File: src/sv/bspg_pkg.sv
package bspg_pkg;

	// fixed field widths
	localparam int NUM_AXES     = 3;
	localparam int BLOCK_SLOTS  = 7;
	localparam int SLOT_W       = 3;
	localparam int SMOOTH_SHIFT = 3;
	localparam int EVENT_W      = 28;
	localparam int BLK_W        = EVENT_W + SMOOTH_SHIFT;
	localparam int STEPS_W      = 16;
	localparam int CYCLES_W     = 32;
	localparam int POS_W        = 32;
	localparam int ACC_W        = 32;
	localparam int LEVEL_W      = 2;
	localparam int CFG_IDX_W    = 3;
	localparam int CFG_DATA_W   = 32;

	localparam int RING_DEPTH_DEF = 8;

	localparam logic [STEPS_W-1:0] PERIOD_MAX = 16'hffff;

	// configuration reset values
	localparam logic [NUM_AXES-1:0] DIR_INV_RST  = 3'd0;
	localparam logic [NUM_AXES-1:0] STEP_INV_RST = 3'd7;
	localparam logic [CYCLES_W-1:0] AMASS_ONE_RST   = 32'd9000;
	localparam logic [CYCLES_W-1:0] AMASS_TWO_RST   = 32'd18000;
	localparam logic [CYCLES_W-1:0] AMASS_THREE_RST = 32'd36000;

	typedef enum logic [1:0] {
		OP_TICK = 2'd0,
		OP_LOAD = 2'd1,
		OP_PUSH = 2'd2
	} op_t;

	typedef enum logic [CFG_IDX_W-1:0] {
		CFG_DIR_INV     = 3'd0,
		CFG_STEP_INV    = 3'd1,
		CFG_AMASS_ONE   = 3'd2,
		CFG_AMASS_TWO   = 3'd3,
		CFG_AMASS_THREE = 3'd4
	} cfg_idx_t;

	// one queued segment
	typedef struct packed {
		logic [STEPS_W-1:0] n_step;
		logic [STEPS_W-1:0] period;
		logic [LEVEL_W-1:0] level;
		logic [SLOT_W-1:0]  slot;
	} seg_t;

	typedef struct packed {
		logic empty;
		logic full;
	} ring_stat_t;

	// per-axis control from the tick sequencer
	typedef struct packed {
		logic go;
		logic seed;
		logic load_inc;
	} axis_ctrl_t;

endpackage

File: src/sv/bresenham_step_pulse_generator_unit.sv
// Multi-axis step pulse generator with step smoothing.
// Input channel (in_valid / in_stall) takes one beat per command: a tick, a
// block load into a slot of the block table, or a segment push into the ring.
// Output channel (out_valid / out_stall) returns exactly one result beat per
// command, in order: step and direction bits, timer period, the period_valid,
// cycle_stop and rejected flags, and the three axis positions.
// An input beat passes the input register and then the result register on its
// way to the result beat, with all per-command work done between them.
// Throughput is one command per cycle; a new beat is taken while an earlier
// result still waits, as long as the result register can move.
// When out_stall is held the result register keeps its beat, the input
// register fills, and in_stall rises until the receiver takes the result.
// Configuration writes (cfg_we, cfg_index, cfg_data) take effect at the edge;
// issue them only while no command is in flight.
// Reset clears ring pointers, axis counters, positions, pending bits and
// configuration to defaults; block table and ring contents are undefined
// until written.
module bresenham_step_pulse_generator_unit #(
	parameter int RING_DEPTH = bspg_pkg::RING_DEPTH_DEF
) (
	input  logic                                clk,
	input  logic                                arst_n,
	input  logic                                cfg_we,
	input  logic [bspg_pkg::CFG_IDX_W-1:0]      cfg_index,
	input  logic [bspg_pkg::CFG_DATA_W-1:0]     cfg_data,
	input  logic                                in_valid,
	output logic                                in_stall,
	input  logic [1:0]                          opcode,
	input  logic [bspg_pkg::SLOT_W-1:0]         slot,
	input  logic [bspg_pkg::EVENT_W-1:0]        event_count,
	input  logic [bspg_pkg::EVENT_W-1:0]        axis_zero_steps,
	input  logic [bspg_pkg::EVENT_W-1:0]        axis_one_steps,
	input  logic [bspg_pkg::EVENT_W-1:0]        axis_two_steps,
	input  logic [bspg_pkg::NUM_AXES-1:0]       axis_dir_bits,
	input  logic [bspg_pkg::STEPS_W-1:0]        segment_steps,
	input  logic [bspg_pkg::CYCLES_W-1:0]       step_cycles,
	output logic                                out_valid,
	input  logic                                out_stall,
	output logic [bspg_pkg::NUM_AXES-1:0]       step_bits,
	output logic [bspg_pkg::NUM_AXES-1:0]       dir_bits,
	output logic [bspg_pkg::STEPS_W-1:0]        timer_period,
	output logic                                period_valid,
	output logic                                cycle_stop,
	output logic                                rejected,
	output logic signed [bspg_pkg::POS_W-1:0]   position_zero,
	output logic signed [bspg_pkg::POS_W-1:0]   position_one,
	output logic signed [bspg_pkg::POS_W-1:0]   position_two
);
	import bspg_pkg::*;

	// configuration
	logic [NUM_AXES-1:0] dir_inv_q;
	logic [NUM_AXES-1:0] step_inv_q;
	logic [CYCLES_W-1:0] thr_one_q;
	logic [CYCLES_W-1:0] thr_two_q;
	logic [CYCLES_W-1:0] thr_three_q;

	// input register
	logic                           s1_valid;
	logic [1:0]                     s1_opcode;
	logic [SLOT_W-1:0]              s1_slot;
	logic [EVENT_W-1:0]             s1_event;
	logic [NUM_AXES-1:0][EVENT_W-1:0] s1_axis;
	logic [NUM_AXES-1:0]            s1_dir;
	logic [STEPS_W-1:0]             s1_steps;
	logic [CYCLES_W-1:0]            s1_cycles;

	// tick sequencer state
	logic                 running_q;
	logic [SLOT_W-1:0]    cur_slot_q;
	logic [STEPS_W-1:0]   steps_left_q;
	logic [NUM_AXES-1:0]  pend_step_q;
	logic [NUM_AXES-1:0]  pend_dir_q;

	// per-command control
	logic                 advance;
	logic                 done;
	logic                 is_tick;
	logic                 is_push;
	logic                 is_load;
	logic                 pop;
	logic                 stop;
	logic                 go;
	logic                 seed;
	logic                 seg_end;
	logic                 push_en;
	logic                 rej;
	logic [STEPS_W-1:0]   steps_cur;
	logic [STEPS_W-1:0]   steps_dec;
	logic [SLOT_W-1:0]    rd_slot;
	axis_ctrl_t           axis_ctrl;

	ring_stat_t           ring_stat;
	seg_t                 tail_seg;

	logic [BLK_W-1:0]                 blk_event;
	logic [NUM_AXES-1:0][BLK_W-1:0]   blk_axis;
	logic [NUM_AXES-1:0]              blk_dir;
	logic [NUM_AXES-1:0][BLK_W-1:0]   inc_new;
	logic [NUM_AXES-1:0]              step_raw;
	logic [NUM_AXES-1:0][POS_W-1:0]   pos_nxt;

	// handshake: result register moves when empty or taken
	assign advance  = !out_valid || !out_stall;
	assign in_stall = s1_valid && !advance;
	assign done     = s1_valid && advance;

	// configuration writes
	always_ff @(posedge clk or negedge arst_n) begin
		if (!arst_n) begin
			dir_inv_q   <= DIR_INV_RST;
			step_inv_q  <= STEP_INV_RST;
			thr_one_q   <= AMASS_ONE_RST;
			thr_two_q   <= AMASS_TWO_RST;
			thr_three_q <= AMASS_THREE_RST;
		end else if (cfg_we) begin
			case (cfg_index)
				CFG_DIR_INV:     dir_inv_q   <= cfg_data[NUM_AXES-1:0];
				CFG_STEP_INV:    step_inv_q  <= cfg_data[NUM_AXES-1:0];
				CFG_AMASS_ONE:   thr_one_q   <= cfg_data;
				CFG_AMASS_TWO:   thr_two_q   <= cfg_data;
				CFG_AMASS_THREE: thr_three_q <= cfg_data;
				default: ;
			endcase
		end
	end

	// input register
	always_ff @(posedge clk or negedge arst_n) begin
		if (!arst_n)
			s1_valid <= 1'b0;
		else if (!in_stall)
			s1_valid <= in_valid;
	end

	always_ff @(posedge clk) begin
		if (in_valid && !in_stall) begin
			s1_opcode  <= opcode;
			s1_slot    <= slot;
			s1_event   <= event_count;
			s1_axis[0] <= axis_zero_steps;
			s1_axis[1] <= axis_one_steps;
			s1_axis[2] <= axis_two_steps;
			s1_dir     <= axis_dir_bits;
			s1_steps   <= segment_steps;
			s1_cycles  <= step_cycles;
		end
	end

	// command decode
	assign is_tick = done && (s1_opcode == OP_TICK);
	assign is_load = done && (s1_opcode == OP_LOAD);
	assign is_push = done && (s1_opcode == OP_PUSH);
	assign rej     = is_push && ring_stat.full;
	assign push_en = is_push && !ring_stat.full;

	// tick: when idle, pop a segment from a non-empty ring or stop on an empty one
	assign pop     = is_tick && !running_q && !ring_stat.empty;
	assign stop    = is_tick && !running_q && ring_stat.empty;
	assign go      = is_tick && (running_q || !ring_stat.empty);
	assign seed    = pop && (cur_slot_q != tail_seg.slot);
	assign rd_slot = pop ? tail_seg.slot : cur_slot_q;

	// segment length, a zero-step segment still ends after one tick
	assign steps_cur = pop ? tail_seg.n_step : steps_left_q;
	assign steps_dec = (steps_cur != '0) ? steps_cur - STEPS_W'(1) : '0;
	assign seg_end   = (steps_dec == '0);

	assign axis_ctrl.go       = go;
	assign axis_ctrl.seed     = seed;
	assign axis_ctrl.load_inc = pop;

	always_comb begin
		for (int i = 0; i < NUM_AXES; i++)
			inc_new[i] = blk_axis[i] >> tail_seg.level;
	end

	bspg_ring #(
		.RING_DEPTH (RING_DEPTH)
	) u_ring (
		.clk           (clk),
		.arst_n        (arst_n),
		.push_en       (push_en),
		.pop_en        (go && seg_end),
		.step_cycles   (s1_cycles),
		.segment_steps (s1_steps),
		.slot          (s1_slot),
		.thr_one       (thr_one_q),
		.thr_two       (thr_two_q),
		.thr_three     (thr_three_q),
		.stat          (ring_stat),
		.tail_seg      (tail_seg)
	);

	bspg_blocks u_blocks (
		.clk      (clk),
		.load_en  (is_load),
		.wr_slot  (s1_slot),
		.wr_event (s1_event),
		.wr_axis  (s1_axis),
		.wr_dir   (s1_dir),
		.rd_slot  (rd_slot),
		.rd_event (blk_event),
		.rd_axis  (blk_axis),
		.rd_dir   (blk_dir)
	);

	for (genvar g = 0; g < NUM_AXES; g++) begin : g_axis
		bspg_axis u_axis (
			.clk       (clk),
			.arst_n    (arst_n),
			.ctrl      (axis_ctrl),
			.seed_val  (blk_event >> 1),
			.inc_new   (inc_new[g]),
			.event_val (blk_event),
			.dir_neg   (blk_dir[g]),
			.step      (step_raw[g]),
			.pos_nxt   (pos_nxt[g])
		);
	end

	// sequencer state
	always_ff @(posedge clk or negedge arst_n) begin
		if (!arst_n) begin
			running_q    <= 1'b0;
			cur_slot_q   <= '0;
			steps_left_q <= '0;
			pend_step_q  <= '0;
			pend_dir_q   <= '0;
		end else begin
			if (pop) begin
				cur_slot_q <= tail_seg.slot;
				pend_dir_q <= blk_dir ^ dir_inv_q;
			end
			if (go) begin
				running_q    <= !seg_end;
				steps_left_q <= steps_dec;
				pend_step_q  <= step_raw ^ step_inv_q;
			end
		end
	end

	// result register
	always_ff @(posedge clk or negedge arst_n) begin
		if (!arst_n)
			out_valid <= 1'b0;
		else if (advance)
			out_valid <= s1_valid;
	end

	always_ff @(posedge clk) begin
		if (done) begin
			step_bits     <= pend_step_q;
			dir_bits      <= pend_dir_q;
			timer_period  <= pop ? tail_seg.period : '0;
			period_valid  <= pop;
			cycle_stop    <= stop;
			rejected      <= rej;
			position_zero <= pos_nxt[0];
			position_one  <= pos_nxt[1];
			position_two  <= pos_nxt[2];
		end
	end

	// a running segment always has its entry still in the ring
	a_running_nonempty: assert property (@(posedge clk) disable iff (!arst_n)
		running_q |-> !ring_stat.empty)
		else $error("segment running with empty ring");

	// a result flags at most one of pop, stop and reject
	a_flags_exclusive: assert property (@(posedge clk) disable iff (!arst_n)
		out_valid |-> ($countones({period_valid, cycle_stop, rejected}) <= 1))
		else $error("conflicting result flags");

	// an idle tick leaves the sequencer idle
	a_stop_idle: assert property (@(posedge clk) disable iff (!arst_n)
		stop |=> !running_q)
		else $error("sequencer running after stop");

	// a pop only happens on a tick that finds the sequencer idle
	a_pop_idle: assert property (@(posedge clk) disable iff (!arst_n)
		pop |-> is_tick && !running_q)
		else $error("pop while segment running");

endmodule

File: src/sv/bspg_ring.sv
module bspg_ring #(
	parameter int RING_DEPTH = bspg_pkg::RING_DEPTH_DEF
) (
	input  logic                               clk,
	input  logic                               arst_n,
	input  logic                               push_en,
	input  logic                               pop_en,
	input  logic [bspg_pkg::CYCLES_W-1:0]      step_cycles,
	input  logic [bspg_pkg::STEPS_W-1:0]       segment_steps,
	input  logic [bspg_pkg::SLOT_W-1:0]        slot,
	input  logic [bspg_pkg::CYCLES_W-1:0]      thr_one,
	input  logic [bspg_pkg::CYCLES_W-1:0]      thr_two,
	input  logic [bspg_pkg::CYCLES_W-1:0]      thr_three,
	output bspg_pkg::ring_stat_t               stat,
	output bspg_pkg::seg_t                     tail_seg
);
	import bspg_pkg::*;

	localparam int PTR_W = $clog2(RING_DEPTH);
	localparam logic [PTR_W-1:0] PTR_LAST = PTR_W'(RING_DEPTH - 1);

	seg_t             ring_mem [RING_DEPTH];
	logic [PTR_W-1:0] head_q;
	logic [PTR_W-1:0] tail_q;
	logic [PTR_W-1:0] head_inc;
	logic [PTR_W-1:0] tail_inc;
	logic [PTR_W-1:0] tail_nxt;
	logic [LEVEL_W-1:0] level;
	logic [CYCLES_W-1:0] cyc_sh;
	seg_t             wr_seg;
	seg_t             rd_q;

	// pointer wrap
	assign head_inc = (head_q == PTR_LAST) ? '0 : head_q + PTR_W'(1);
	assign tail_inc = (tail_q == PTR_LAST) ? '0 : tail_q + PTR_W'(1);
	assign tail_nxt = pop_en ? tail_inc : tail_q;

	assign stat.empty = (head_q == tail_q);
	assign stat.full  = (head_inc == tail_q);

	// smoothing level, checked in threshold order
	always_comb begin
		if (step_cycles < thr_one)
			level = 2'd0;
		else if (step_cycles < thr_two)
			level = 2'd1;
		else if (step_cycles < thr_three)
			level = 2'd2;
		else
			level = 2'd3;
	end

	// shifted period with saturation, shifted step count wraps
	always_comb begin
		cyc_sh         = step_cycles >> level;
		wr_seg.period  = (cyc_sh[CYCLES_W-1:STEPS_W] != '0) ? PERIOD_MAX : cyc_sh[STEPS_W-1:0];
		wr_seg.n_step  = segment_steps << level;
		wr_seg.level   = level;
		wr_seg.slot    = slot;
	end

	// head and tail pointers
	always_ff @(posedge clk or negedge arst_n) begin
		if (!arst_n) begin
			head_q <= '0;
			tail_q <= '0;
		end else begin
			if (push_en)
				head_q <= head_inc;
			tail_q <= tail_nxt;
		end
	end

	// ring storage, registered read of the next tail with write bypass
	always_ff @(posedge clk) begin
		if (push_en)
			ring_mem[head_q] <= wr_seg;
		if (push_en && (head_q == tail_nxt))
			rd_q <= wr_seg;
		else
			rd_q <= ring_mem[tail_nxt];
	end

	assign tail_seg = rd_q;

endmodule

File: src/sv/bspg_blocks.sv
module bspg_blocks (
	input  logic                                                    clk,
	input  logic                                                    load_en,
	input  logic [bspg_pkg::SLOT_W-1:0]                             wr_slot,
	input  logic [bspg_pkg::EVENT_W-1:0]                            wr_event,
	input  logic [bspg_pkg::NUM_AXES-1:0][bspg_pkg::EVENT_W-1:0]    wr_axis,
	input  logic [bspg_pkg::NUM_AXES-1:0]                           wr_dir,
	input  logic [bspg_pkg::SLOT_W-1:0]                             rd_slot,
	output logic [bspg_pkg::BLK_W-1:0]                              rd_event,
	output logic [bspg_pkg::NUM_AXES-1:0][bspg_pkg::BLK_W-1:0]      rd_axis,
	output logic [bspg_pkg::NUM_AXES-1:0]                           rd_dir
);
	import bspg_pkg::*;

	localparam logic [SLOT_W-1:0] SLOT_LIMIT = SLOT_W'(BLOCK_SLOTS);

	logic [BLK_W-1:0]                    event_tbl [BLOCK_SLOTS];
	logic [NUM_AXES-1:0][BLK_W-1:0]      axis_tbl  [BLOCK_SLOTS];
	logic [NUM_AXES-1:0]                 dir_tbl   [BLOCK_SLOTS];
	logic                                rd_ok;

	// block load, counts scaled by the smoothing shift
	always_ff @(posedge clk) begin
		if (load_en && (wr_slot < SLOT_LIMIT)) begin
			event_tbl[wr_slot] <= {wr_event, SMOOTH_SHIFT'(0)};
			for (int i = 0; i < NUM_AXES; i++)
				axis_tbl[wr_slot][i] <= {wr_axis[i], SMOOTH_SHIFT'(0)};
			dir_tbl[wr_slot] <= wr_dir;
		end
	end

	// the slot past the table reads as an empty block
	assign rd_ok    = (rd_slot < SLOT_LIMIT);
	assign rd_event = rd_ok ? event_tbl[rd_slot] : '0;
	assign rd_axis  = rd_ok ? axis_tbl[rd_slot]  : '0;
	assign rd_dir   = rd_ok ? dir_tbl[rd_slot]   : '0;

endmodule

File: src/sv/bspg_axis.sv
module bspg_axis (
	input  logic                          clk,
	input  logic                          arst_n,
	input  bspg_pkg::axis_ctrl_t          ctrl,
	input  logic [bspg_pkg::BLK_W-1:0]    seed_val,
	input  logic [bspg_pkg::BLK_W-1:0]    inc_new,
	input  logic [bspg_pkg::BLK_W-1:0]    event_val,
	input  logic                          dir_neg,
	output logic                          step,
	output logic [bspg_pkg::POS_W-1:0]    pos_nxt
);
	import bspg_pkg::*;

	logic [ACC_W-1:0] acc_q;
	logic [BLK_W-1:0] inc_q;
	logic [POS_W-1:0] pos_q;
	logic [ACC_W-1:0] acc_base;
	logic [BLK_W-1:0] inc_cur;
	logic [ACC_W-1:0] sum;
	logic [ACC_W-1:0] ev_ext;
	logic [ACC_W-1:0] acc_nxt;

	// bresenham add, compare and subtract
	always_comb begin
		acc_base = ctrl.seed ? ACC_W'(seed_val) : acc_q;
		inc_cur  = ctrl.load_inc ? inc_new : inc_q;
		ev_ext   = ACC_W'(event_val);
		sum      = acc_base + ACC_W'(inc_cur);
		step     = ctrl.go && (sum > ev_ext);
		acc_nxt  = (sum > ev_ext) ? sum - ev_ext : sum;
		if (step)
			pos_nxt = dir_neg ? pos_q - POS_W'(1) : pos_q + POS_W'(1);
		else
			pos_nxt = pos_q;
	end

	always_ff @(posedge clk or negedge arst_n) begin
		if (!arst_n) begin
			acc_q <= '0;
			inc_q <= '0;
			pos_q <= '0;
		end else if (ctrl.go) begin
			acc_q <= acc_nxt;
			inc_q <= inc_cur;
			pos_q <= pos_nxt;
		end
	end

endmodule

File: config.mk
export PLATFORM = sky130hd
export DESIGN_NAME = bresenham_step_pulse_generator_unit
export DESIGN_NICKNAME = d
export VERILOG_FILES = /design/src/sv/bspg_pkg.sv /design/src/sv/bresenham_step_pulse_generator_unit.sv /design/src/sv/bspg_ring.sv /design/src/sv/bspg_blocks.sv /design/src/sv/bspg_axis.sv
export SDC_FILE = /design/constraint.sdc
export NUM_CORES = 2
export LEC_CHECK = 0
export ABC_AREA = 1
export BUFFER_PORTS_ARGS = -buffer_cell sky130_fd_sc_hd__buf_2
export CORE_UTILIZATION = 57
export DETAILED_ROUTE_END_ITERATION = 16
export PLACE_DENSITY_LB_ADDON = 0.25
export RECOVER_POWER = 25
export SLEW_MARGIN = 15
export SYNTH_ARGS = -nofsm -noshare
export SYNTH_HDL_FRONTEND = slang
export SYNTH_HIERARCHICAL = 1
export SYNTH_SLANG_ARGS = --single-unit
File: constraint.sdc
create_clock -name clk -period 9.1 [get_ports clk]
set_input_delay 1.82 -clock clk [delete_from_list [all_inputs] [get_ports clk]]
set_output_delay 1.82 -clock clk [all_outputs]
set_load 0.05 [all_outputs]
==> flow_summary.ini <==
[sta]
tightest_slew_ps = 1148
rsz0062_at_grt = false
final.period_utilization_pct = 92.15
slew_headroom_pct = 23.36
finalSetupViolCount = 0
setup_tns_ps = 0
hold_viol = 0
maxSlewViolCount = 0
hold-worst-slack_ps = 457.8
period_needed_ps = 8385
max_freq_ghz = 0.1193
finClkSkew_ps = 69.84

[run]
max-cap-violations = 0

[clock_network]
clock-sinks = 1814
clk_latency_ps = 850
htreeDepth = 4
ctsHoldBuffers = 0
cts_post_setup_buffers_inserted = 0
post_cts_resized = 0
cts_buffers = 186
clk_path_buf_depth = 3
clk_pin_slew_ps = 60
cts_tree = yes
cts_root_buf = clkbuf_16

[logic_synthesis]
synth_edf_count = 1390
ys_seq_elements = 1814
synth_seq_area_share_pct = 53.70
synth_area_leader_cell = edfxtp_1
synthCells = 11100
yosys-top-cells-area = edfxtp_1 (43%), nand2_1 (12%), dfrtp_1 (10%), ha_1 (4.8%), o21ai_0 (4.5%)
synthArstFlopShare_pct = 23.21
synth_area_um2 = 97500
yosys_warnings = 6
synth_top_flop_cell = edfxtp_1
synth_top_area_share_pct = 42.81
syn_area_per_cell_um2 = 8.784
ys_types = 62

[setup_path]
r2r-end = position_zero[19]$_DFFE_PP_
cp_common_cell = nand2_1
cp.required_ps = 9640
ff2ff_setup_slack_ps = 710
r2r_cells = 40
max_stage_delay_ps = 500
critPathCaptureType = register
worstPathArrival_ps = 8930
crit_path_top_delay_cell = nor2_4
crit_fanout = 73
crit_type = register to register
start_kind = register
rr_startpoint = u_ring/head_q[0]$_DFFE_PN0P_

[global_routing]
gr-total-overflow = 0
antenna_found_initial = 8
grt_start_max_net_pins = 171
grt_pass1_vias = 74570
track_usage_pct = 33.14
grt_first_pass_wirelength_um = 440500

[finish]
final_nets = 11980
finish.utilization_pct = 63.88
final_common_cell = nand2_1
multi_input_area_um2 = 39060
finalInstanceArea_um2 = 108400
fillers = 14080
drive_above_1_share_pct = 9.068
layout_common_cells = nand2_1 (3135), edfxtp_1 (1390), nor2_1 (1135), inv_1 (1131), o21ai_0 (877)
seq_area_um2 = 52360
syn_to_final_growth_pct = 11.17

[drt]
wl_per_cell_um = 21.11
topRoutingLayerUsed = met4
wl_met1_um = 123500
wl_met2_um = 134200
ant_nets = 0
drt_iter0_drc = 7643
drc = 0
routed_wl_um = 290600
vias_per_cell = 5.716
num_vias = 78680
drt_first_pass_iters = 6
dr_wl_met3_um = 21710

[placement]
place.gp.congestion = 1.015
io_buffers = 330
dpl_cell_area_um2 = 102200
dp_hpwl_um = 201400

[floorplanning]
die_h_um = 415.6
core-area_um2 = 169700
row_count = 151
dieArea_um2 = 172700
ioPinCount = 331
initial_core_util_pct = 57.47
die_w_um = 415.6

[worst_hold_path]
min_from = pend_step_q[1]$_DFFE_PN0P_
hold_class = register to register
min_to = step_bits[1]$_DFFE_PP_
whs_path_depth = 0

[run_status]
status = finished clean
## per-layer routing
| layer | up-vias | GRT usage [%] |
|---|---|---|
| met1 | 37510 | 45.78 |
| met3 | 491 | 4.892 |
| li1 | 37550 | - |
| met4 | 0 | 12.26 |
| met2 | 3128 | 53.21 |
| met5 | - | 0 |
## worst max-delay path by stage
stage	startpoint	endpoint	cells after the start
2_1_floorplan	out_stall	position_two[10]$_DFFE_PP_	44
3_3_place_gp	out_stall	pend_step_q[0]$_DFFE_PN0P_	39
3_5_place_dp	out_stall	position_one[22]$_DFFE_PP_	34
4_1_cts	register	position_zero[19]$_DFFE_PP_	39
5_1_grt	u_ring/tail_q[0]$_DFF_PN0_	position_zero[19]$_DFFE_PP_	46
6_report	u_ring/head_q[0]$_DFFE_PN0P_	position_zero[19]$_DFFE_PP_	40
## state kept, by name (all words and copies together) (netlist names), 21 cells and up, named ones only
name / count
thr_three_q: 32
thr_one_q: 32
g_axis.u_axis/inc_q: 93
g_axis.u_axis/pos_q: 96
position_one: 32
s1_cycles: 32
u_ring/ring_mem: 296
position_zero: 32
u_blocks/event_tbl: 196
s1_axis: 84
thr_two_q: 32
u_blocks/axis_tbl: 588
g_axis.u_axis/acc_q: 96
s1_event: 28
u_blocks/dir_tbl: 21
position_two: 32
## cell families after synthesis
family / count (synthesis) / share of synthesized area (%)
AO/OA/AOI/OAI: 1676 / 9.327
XOR/XNOR: 200 / 1.797
adder cells (fa/ha/maj): 384 / 4.997
buffers and inverters: 1608 / 6.677
flip-flops: 1814 / 53.70
multiplexers: 106 / 1.091
other: 2 / 0.007703
AND/OR/NAND/NOR: 5309 / 22.40
## stage by stage
step	instances	setup WS (ps)
global route	13770	338.1
floorplan	11110	1.783
finish	13770	714.7
global placement	13420	286.4
detailed placement	13420	318.3
CTS	13760	1001
## cell usage after synthesis, drive strengths merged (68+ instances only)
cell / count
nand2: 3217
xor2: 144
nand4: 160
mux2i: 104
nand3: 638
nor2: 1165
ha: 375
a21oi: 366
buf: 207
o21ai: 1010
clkbuf: 241
inv: 1156
dfrtp: 403
o211ai: 68
edfxtp: 1390
## critical path: cells and delay by family, from the launching register on
family / cells / cell delay [ps]
simple gates: 24 / 3610
compound gates: 6 / 1360
buf+inv: 6 / 1350
fa+ha+maj: 2 / 820
flops: 1 / 440
xor+xnor: 1 / 250
mux: 1 / 140
## cell type report
cell class / instances / area share, %
sequential: 1814 / 48.31
clock buffer: 241 / 4.637
timing repair buffer: 539 / 3.360
tap: 2218 / 2.560
clock inverter: 102 / 1.032
multi-input combinational: 7690 / 36.04
inverter: 1160 / 4.058
antenna: 2 / 0.004618
Power is left out: the tool's default activity adds up to more than one toggle a clock period on the data nets, which glitch-free logic cannot reach.
